===== config.mk =====
export PLATFORM = sky130hd
export DESIGN_NAME = min_tracking_stack_unit
export DESIGN_NICKNAME = d
export VERILOG_FILES = /design/src/rtl/mts_pkg.sv /design/src/rtl/mts_ram.sv /design/src/rtl/mts_core.sv /design/src/rtl/min_tracking_stack_unit.sv
export SDC_FILE = /design/constraint.sdc
export NUM_CORES = 2
export LEC_CHECK = 0
export ABC_AREA = 1
export BUFFER_PORTS_ARGS = -buffer_cell sky130_fd_sc_hd__buf_2
export CAP_MARGIN = 20
export CORE_UTILIZATION = 40
export CTS_CLUSTER_SIZE = 25
export DETAILED_ROUTE_END_ITERATION = 10
export GPL_ROUTABILITY_DRIVEN = 1
export SLEW_MARGIN = 10
export SYNTH_ARGS = -nofsm -noshare
export SYNTH_HDL_FRONTEND = slang
export SYNTH_HIERARCHICAL = 1
export SYNTH_SLANG_ARGS = --single-unit
export TNS_END_PERCENT = 50

===== constraint.sdc =====
create_clock -name clk -period 7.8 [get_ports clk]
set_input_delay 0 -clock clk [delete_from_list [all_inputs] [get_ports clk]]
set_output_delay 0 -clock clk [all_outputs]
set_load 0.005 [all_outputs]

===== src/rtl/mts_pkg.sv =====
`timescale 1ns / 1ps
package mts_pkg;

	localparam int DEPTH = 16;
	localparam int IDX_W = $clog2(DEPTH);
	localparam int CNT_W = $clog2(DEPTH + 1);
	localparam int DATA_W = 32;

	localparam logic OP_PUSH = 1'b0;
	localparam logic OP_POP = 1'b1;

	localparam logic [1:0] ST_OK = 2'd0;
	localparam logic [1:0] ST_OVERFLOW = 2'd1;
	localparam logic [1:0] ST_UNDERFLOW = 2'd2;

	typedef struct packed {
		logic signed [DATA_W-1:0] popped_value;
		logic signed [DATA_W-1:0] top_value;
		logic signed [DATA_W-1:0] min_value;
		logic empty;
		logic is_full;
		logic [1:0] status;
	} result_t;

endpackage


===== src/rtl/mts_ram.sv =====
`timescale 1ns / 1ps
module mts_ram #(
	parameter int WIDTH = 32,
	parameter int DEPTH = 16
) (
	input  logic                     clk,
	input  logic                     we,
	input  logic [$clog2(DEPTH)-1:0] waddr,
	input  logic [WIDTH-1:0]         wdata,
	input  logic [$clog2(DEPTH)-1:0] raddr,
	output logic [WIDTH-1:0]         rdata
);

	logic [WIDTH-1:0] mem [DEPTH];

	// Write one entry, read one entry into the output register
	always_ff @(posedge clk) begin
		if (we) begin
			mem[waddr] <= wdata;
		end
		rdata <= mem[raddr];
	end

endmodule


===== src/rtl/mts_core.sv =====
`timescale 1ns / 1ps
module mts_core import mts_pkg::*; (
	input  logic                     clk,
	input  logic                     arst_n,
	input  logic                     fire,
	input  logic                     op,
	input  logic signed [DATA_W-1:0] value,
	output result_t                  result
);

	// Stack counts and cached tops
	logic [CNT_W-1:0]         fill_q, fill_n;
	logic [CNT_W-1:0]         mcount_q, mcount_n;
	logic signed [DATA_W-1:0] top_q, top_n;
	logic signed [DATA_W-1:0] mtop_q, mtop_n;

	// Memory ports
	logic              val_we, min_we;
	logic [IDX_W-1:0]  val_waddr, min_waddr;
	logic [IDX_W-1:0]  val_raddr, min_raddr;
	logic [DATA_W-1:0] val_rd, min_rd;

	logic signed [DATA_W-1:0] popped;
	logic [1:0]               status;

	// Entry below each top is read for the state after this cycle
	assign val_raddr = IDX_W'(fill_n - CNT_W'(2));
	assign min_raddr = IDX_W'(mcount_n - CNT_W'(2));
	assign val_waddr = fill_q[IDX_W-1:0];
	assign min_waddr = mcount_q[IDX_W-1:0];

	mts_ram #(.WIDTH(DATA_W), .DEPTH(DEPTH)) u_val_ram (
		.clk   (clk),
		.we    (val_we),
		.waddr (val_waddr),
		.wdata (value),
		.raddr (val_raddr),
		.rdata (val_rd)
	);

	mts_ram #(.WIDTH(DATA_W), .DEPTH(DEPTH)) u_min_ram (
		.clk   (clk),
		.we    (min_we),
		.waddr (min_waddr),
		.wdata (value),
		.raddr (min_raddr),
		.rdata (min_rd)
	);

	// Apply one push or pop to both stacks
	always_comb begin
		fill_n = fill_q;
		mcount_n = mcount_q;
		top_n = top_q;
		mtop_n = mtop_q;
		val_we = 1'b0;
		min_we = 1'b0;
		popped = '0;
		status = ST_OK;
		if (fire) begin
			if (op == OP_PUSH) begin
				if (fill_q == CNT_W'(DEPTH)) begin
					status = ST_OVERFLOW;
				end else begin
					val_we = 1'b1;
					fill_n = fill_q + CNT_W'(1);
					top_n = value;
					if (mcount_q != CNT_W'(DEPTH) &&
					    (mcount_q == '0 || value <= mtop_q)) begin
						min_we = 1'b1;
						mcount_n = mcount_q + CNT_W'(1);
						mtop_n = value;
					end
				end
			end else begin
				if (fill_q == '0) begin
					status = ST_UNDERFLOW;
				end else begin
					popped = top_q;
					fill_n = fill_q - CNT_W'(1);
					top_n = $signed(val_rd);
					if (mcount_q != '0 && mtop_q == top_q) begin
						mcount_n = mcount_q - CNT_W'(1);
						mtop_n = $signed(min_rd);
					end
				end
			end
		end
	end

	// Form the result from the state after the transfer
	always_comb begin
		result.popped_value = popped;
		result.top_value = (fill_n != '0) ? top_n : '0;
		result.min_value = (fill_n != '0 && mcount_n != '0) ? mtop_n : '0;
		result.empty = (fill_n == '0);
		result.is_full = (fill_n == CNT_W'(DEPTH));
		result.status = status;
	end

	// Hold counts under reset, advance every cycle
	always_ff @(posedge clk or negedge arst_n) begin
		if (!arst_n) begin
			fill_q <= '0;
			mcount_q <= '0;
		end else begin
			fill_q <= fill_n;
			mcount_q <= mcount_n;
		end
	end

	always_ff @(posedge clk) begin
		top_q <= top_n;
		mtop_q <= mtop_n;
	end

endmodule


===== src/rtl/min_tracking_stack_unit.sv =====
`timescale 1ns / 1ps
// Each transfer is held in the input register and its result in the result register.
// Throughput: one push or pop per cycle while out_stall does not hold the result register;
// the stack tops are held in registers with the entry below each prefetched from its RAM.
// Reset: arst_n clears both stack counts and the valid flags; stack RAMs are not cleared.
module min_tracking_stack_unit import mts_pkg::*; (
	input  logic                     clk,
	input  logic                     arst_n,
	input  logic                     in_valid,
	output logic                     in_stall,
	input  logic                     op,
	input  logic signed [DATA_W-1:0] value,
	output logic                     out_valid,
	input  logic                     out_stall,
	output logic signed [DATA_W-1:0] popped_value,
	output logic signed [DATA_W-1:0] top_value,
	output logic signed [DATA_W-1:0] min_value,
	output logic                     empty,
	output logic                     is_full,
	output logic [1:0]               status
);

	logic                     valid_s1;
	logic                     op_s1;
	logic signed [DATA_W-1:0] value_s1;
	logic                     out_valid_q;
	result_t                  result_q;
	result_t                  result;
	logic                     advance;
	logic                     fire;

	// Advance when the result register is free or being drained
	assign advance = !out_valid_q || !out_stall;
	assign fire = valid_s1 && advance;
	assign in_stall = valid_s1 && !advance;

	// Input register
	always_ff @(posedge clk or negedge arst_n) begin
		if (!arst_n) begin
			valid_s1 <= 1'b0;
		end else if (!in_stall) begin
			valid_s1 <= in_valid;
		end
	end

	always_ff @(posedge clk) begin
		if (in_valid && !in_stall) begin
			op_s1 <= op;
			value_s1 <= value;
		end
	end

	mts_core u_core (
		.clk    (clk),
		.arst_n (arst_n),
		.fire   (fire),
		.op     (op_s1),
		.value  (value_s1),
		.result (result)
	);

	// Result register
	always_ff @(posedge clk or negedge arst_n) begin
		if (!arst_n) begin
			out_valid_q <= 1'b0;
		end else if (advance) begin
			out_valid_q <= valid_s1;
		end
	end

	always_ff @(posedge clk) begin
		if (fire) begin
			result_q <= result;
		end
	end

	assign out_valid = out_valid_q;
	assign popped_value = result_q.popped_value;
	assign top_value = result_q.top_value;
	assign min_value = result_q.min_value;
	assign empty = result_q.empty;
	assign is_full = result_q.is_full;
	assign status = result_q.status;

endmodule


== Word-level counts from Yosys, hierarchy flattened ==
Memory sizes are Yosys's and may differ from the RTL's. A register that Yosys moved wholly into a read port is not among the register bits.
Cells that the tools add are included.
Cells by class
  mux-type cells: 34
  add/subtract/negate cells: 6
  reduce and logical (&&, ||, !) cells: 19
  $lt $le $gt $ge: 1
  bitwise operators: 1
  eq/ne operators: 4
Operator list (number)
  two-way mux 32 bit: 10
  two-way mux 5 bit: 10
  == test 32 bit: 1
  <= comparator 32 bit: 1
  logical NOT 5 bit: 3
  nonzero test 5 bit: 3
  two-way mux 1 bit: 12
  adder 5 x 1 -> 5 bit (second input constant): 2
  == test 5 bit (second input constant): 2
  subtractor 5 x 1 -> 5 bit (second input constant): 2
  subtractor 4 x 2 -> 4 bit (second input constant): 2
  logical AND 1 bit: 6
  inequality test 5 bit (second input constant): 1
  logical NOT 1 bit: 4
  two-way mux 2 bit: 2
  logical OR 1 bit: 2
  OR reduction 2 bit: 1
  inverter 1 bit: 1
Storage, ports and cells
  logic and storage cells: 81
  memory bits (writable): 1024
  register bits after elaboration: 209
  memories kept: 2
  output and inout port bits: 102
Memories
  u_core.u_min_ram.mem: depth 16, bits a word 32, rd ports 1, clocked after Yosys merged registers in 1, wr ports 1, line mts_ram.sv:14  | logic [WIDTH-1:0] mem [DEPTH];
  u_core.u_val_ram.mem: depth 16, bits a word 32, rd ports 1, clocked after Yosys merged registers in 1, wr ports 1, line mts_ram.sv:14

== Depth between registers and ports, before layout ==
  depth after elaboration: 9
  depth in mapped cells: 31

== Cells and area by module ==
The synthesis kept the hierarchy.
Modules (own cells, without submodules)
  mts_ram: area each 22730.6 um2, times used 2, cells each 2120
  mts_core: area each 6020.8 um2, times used 1, cells each 947
  min_tracking_stack_unit: area each 4088.9 um2, times used 1, cells each 145

== Worst setup path after synthesis ==
No wires, ideal clock.
  path type: flip-flop to flip-flop
  from: reg out_valid_q (netlist: out_valid)
  to: mem u_core.u_val_ram.mem[12][0], enable pin
  stages on the path, launching flop included: 8
  setup time: 0.421 ns
  arrival: 8.020 ns
  slack: -0.641 ns
  cell sequence: dfrtp_1 -> a21oi_1 -> clkbuf_1 -> inv_1 -> nor2_8 -> buf_1 -> nand3_1 -> nor2_1
Between the ends
  cells in the longest elaborated chain, start to end: 6
RTL lines
  start: declaration: line min_tracking_stack_unit.sv:26  | logic out_valid_q;
  start signal: assignment: line min_tracking_stack_unit.sv:67  | out_valid_q <= valid_s1;
  logical NOT 1 bit: line min_tracking_stack_unit.sv:33  | assign advance = !out_valid_q || !out_stall;
  logical OR 1 bit: line min_tracking_stack_unit.sv:33
  logical AND 1 bit: line min_tracking_stack_unit.sv:34  | assign fire = valid_s1 && advance;
  via fire: line min_tracking_stack_unit.sv:30  | logic fire;
  two-way mux 1 bit: line mts_core.sv:60  | if (fire) begin
  via u_core.val_we: line mts_core.sv:18  | logic val_we, min_we;
  two-way mux 1 bit: line mts_ram.sv:18  | if (we) begin
  two-way mux 1 bit (implied by the code): line mts_ram.sv:19  | mem[waddr] <= wdata;
  end: declaration: line mts_ram.sv:14
The timed path passes the listed nets, and every way through them passes these cells.

== Final worst setup path ==
  from: reg u_core.fill_q[0]
  to: reg u_core.u_val_ram.rdata[23] (read register of u_core.u_val_ram.mem)
Between the ends
  cells in the longest elaborated chain, start to end: 5
  elaborated cells between the ends (all ways): 9
RTL lines
  start: declaration: line mts_core.sv:12  | logic [CNT_W-1:0] fill_q, fill_n;
  start signal: assignment: line mts_core.sv:107  | fill_q <= fill_n;
  adder 5 x 1 -> 5 bit (tied with other cells): line mts_core.sv:66  | fill_n = fill_q + CNT_W'(1);
  two-way mux 5 bit, on equally long branches: line mts_core.sv:62, mts_core.sv:76
  two-way mux 5 bit: line mts_core.sv:61  | if (op == OP_PUSH) begin
  two-way mux 5 bit *: line mts_core.sv:60
  via u_core.fill_n[0]: line mts_core.sv:12
  subtractor 4 x 2 -> 4 bit *: line mts_core.sv:27  | assign val_raddr = IDX_W'(fill_n - CNT_W'(2));
  end: declaration: line mts_ram.sv:11  | output logic [WIDTH-1:0] rdata
Mark *: on every way through the listed nets, which the timed path passes. The rest lies on a longest branch.
A chain may end at the register's enable or synchronous reset.

==> key figures <==
Run status
  – Status: completed

STA
  – Setup Viol. Count Final: 0
  – Fmax: 0.1812 GHz
  – Setup TNS: 0 ns
  – RSZ-0062 raised after global routing: false
  – Hold WS: 0.06541 ns
  – Final Hold Viols: 0
  – Setup ws final: 2.281 ns
  – Clock Skew: between 0.02 and 0.03 ns
  – Slew @ Worst Pin: 1.070 ns
  – Final Cycle Share: slightly above 70%
  – Slew Limit Fails: 0
  – Min Tclk post-route: 5.519 ns
  – Relative slew margins: around 29%

Floorplan
  – Die area: about 0.14 sq mm
  – Initial Util: 40.37%
  – Site Rows: ~140
  – Die height: 374.7 um
  – Die X: 374.7 um
  – I/O pins: 139
  – Core area: about 0.14 sq mm

Critical path
  – CP required: 8.37 ns
  – Flop2flop setup slack: around 2.3 ns
  – Crit-path max FO: 171
  – Worst flop-to-flop path endpoint: u_core/u_val_ram/rdata[23]
  – CP Launch Type: register
  – Crit. Startpoint: u_core/fill_q[0]
  – Worst setup path endpoint: u_core/u_val_ram/rdata[23]
  – Launch point of the worst reg-to-reg path: u_core/fill_q[0]
  – Setup CP Type: reg -> reg
  – Endpoint type of the worst setup path: register
  – R2R depth: 16
  – Worst EP arrival: 6.09 ns

Yosys
  – Syn Nets: between 5000 and 6000
  – Synth Flop Type: edfxtp_1
  – Post-Syn Area: 0.05557 sq mm
  – #FFs+latches synth: 1297
  – Number of flops mapped to enable cells by yosys: 1157
  – Synth Instances: 5332
  – Yosys Warn Count: 6
  – Syn Area/Cell: 10.42 sq um
  – Async S/R FF share, synth: 0.9252%
  – Unique masters post-synth: 47
  – Sequential area share after synthesis: 67.67%

Job
  – Max-cap violation count: 0

Clock network
  – Depth of the CTS H-tree: 4
  – Resized Gates After CTS: 0
  – Clock transition at path regs: ~0.06 ns
  – CTS Root Cell: clkbuf_16
  – CTS buffer count: 141
  – Max clock buf depth: 3
  – Skew-Pair Late Insertion Delay: 0.77 ns
  – CTS sink cnt: approximately 1300
  – CTS tree: yes

Power and ir drop
  – Peak VDD IR: 0.3685 mV
  – PD cells: 382.4 mW/mm^2
  – Total power: 24.06 mW
  – P_leak: 26.70 nW

Global routing
  – First-pass GRT wire length: 238200 um
  – Total gr overflow: 0
  – Total GRT Usage: 23.18%
  – Initial antenna violation count: 15
  – Vias in the first global route: 35036
  – Pin count of the biggest net entering global routing: 213

Cells and area
  – Post-layout util: 45.72%
  – Nets: 5568
  – Biggest regs: u_core/u_min_ram/mem x512, u_core/u_val_ram/mem x512
  – Fillers: 12429
  – Synth-to-Final Area Change: 13.25%
  – Layout cells sized above 1: 9.542%

Placement
  – Post-place setup slack: 2.448 ns
  – # port buffers: 138
  – HPWL after DPL: between 90000 and 100000 um
  – Gp weighted congestion: 0.9402

Routing
  – Vias per cell: 5.161
  – Remaining antenna violation count: 0
  – Final routed DRC violation total: 0
  – Via count of the routed design: 38214
  – Starting DRT DRC Count: 4817
  – Post-detailed-routing wire length: 164100 um
  – DR pass1 iterations: 6
  – Wire per inst: between 20 and 25 um

Hold path
  – Type of the most critical hold path: in -> reg
==> cells by family after synthesis <==
group	count (synthesis)	synth area share [%]
fa+ha+maj	38	0.8556
flops	1297	67.67
buf+inv	1198	9.339
simple gates	2549	19.50
compound gates	226	2.252
xor+xnor	24	0.3783
==> through the flow <==
step / cells / cell area, sq um
6_report: 7405 / 62930
3_3_place_gp: 7098 / 57940
2_1_floorplan: 5332 / 55570
3_5_place_dp: 7098 / 57940
5_1_grt: 7402 / 62930
4_1_cts: 7399 / 62880
==> metal layers <==
metal  GRT usage, %  vias up  wire length [um]
met1          33.77    18466             72130
met3          5.443      263             17100
met5              0        -                33
met4          6.681        6              4189
met2          34.35     1826             70620
li1               -    17653                 -
==> layout by cell type (no fill, tap or decap), types with 12 or more instances in the layout <==
cell type	count
nand2_1	1563
edfxtp_1	1157
inv_1	917
nand3_1	820
clkbuf_16	150
buf_2	138
dfxtp_1	128
buf_4	88
a21oi_1	77
o21ai_0	64
nor2_1	61
dlygate4sd3_1	44
clkbuf_1	38
o21ai_1	38
ha_1	38
nor2_4	36
a22oi_1	31
nor2_2	29
clkinv_1	26
clkinv_2	18
inv_2	15
dfrtp_1	12
xnor2_1	12
==> cell usage after synthesis (2+ instances only) <==
master,n,area share [%]
nand2_4,3,0.061
nor2_4,4,0.081
buf_8,2,0.054
inv_4,2,0.023
nor2_2,29,0.33
o22ai_1,3,0.034
clkbuf_1,41,0.28
buf_4,12,0.16
ha_1,38,0.86
buf_6,63,1.3
nor3_1,5,0.045
o2111ai_1,5,0.079
buf_12,2,0.072
nand3_1,820,7.4
inv_1,922,6.2
a21oi_1,78,0.70
dfrtp_1,12,0.54
buf_1,47,0.32
nand3b_1,5,0.068
o21a_1,2,0.027
buf_2,91,0.82
dfxtp_1,128,4.6
clkinv_1,2,0.014
a22oi_1,31,0.42
xnor2_1,13,0.20
nand2_1,1565,11
inv_2,13,0.088
nor2_1,93,0.63
o21ai_0,64,0.58
edfxtp_1,1157,63
o21ai_1,38,0.34
xor2_1,11,0.17
nand4_1,10,0.11
nand2_2,8,0.090
==> worst min path at each step <==
| stage | from | to | depth (start not counted) |
|---|---|---|---|
| floorplan | arst_n | out_valid | 0 |
| global placement | arst_n | valid_s1 | 1 |
| detailed placement | arst_n | valid_s1 | 1 |
| CTS | value[7] | value_s1[7] | 2 |
| global route | value[1] | value_s1[1] | 2 |
| finish | value[5] | value_s1[5] | 2 |
==> cell type report <==
cell class | instances | area (sq um) | share of cell area [%]
multi-input combinational | 2837 | 13100 | 20.82
timing repair buffer | 277 | 1939 | 3.082
clock buffer | 195 | 3993 | 6.344
inverter | 939 | 3542 | 5.628
tap | 1794 | 2245 | 3.567
antenna | 4 | 10.01 | 0.01590
clock inverter | 62 | 499.2 | 0.7933
sequential | 1297 | 37610 | 59.75
==> critical path: stages (launching register included) <==
cell and delay [ns]:
dfrtp_1 0.47, inv_1 0.18, ha_1 0.27, nand2_2 0.10, nor2_4 0.05, nand2_2 0.12
nand2_2 0.34, nor2_4 0.80, nor2_4 0.35, xor2_4 0.24, buf_12 0.53, buf_4 0.90
nand2_1 0.13, nand3_1 0.12, nand3_1 0.09, nand3_1 0.12, nand2_1 0.21
==> timing repair <==
action | in CTS | in global routing
hold endpoints to repair | 70 | 0
buffers inserted | 0 | 0
hold buffers | 44 | 0
setup endpoints to repair | 0 | 0
==> report_power, final <==
part / internal [mW] / switching (mW) / leakage, nW
combinational: 2.37 / 6.19 / 12.8
clock: 3.81 / 2.70 / 2.19
sequential: 8.32 / 0.677 / 11.7
total: 14.5 / 9.57 / 26.7
(Power assumes the default switching activity.)
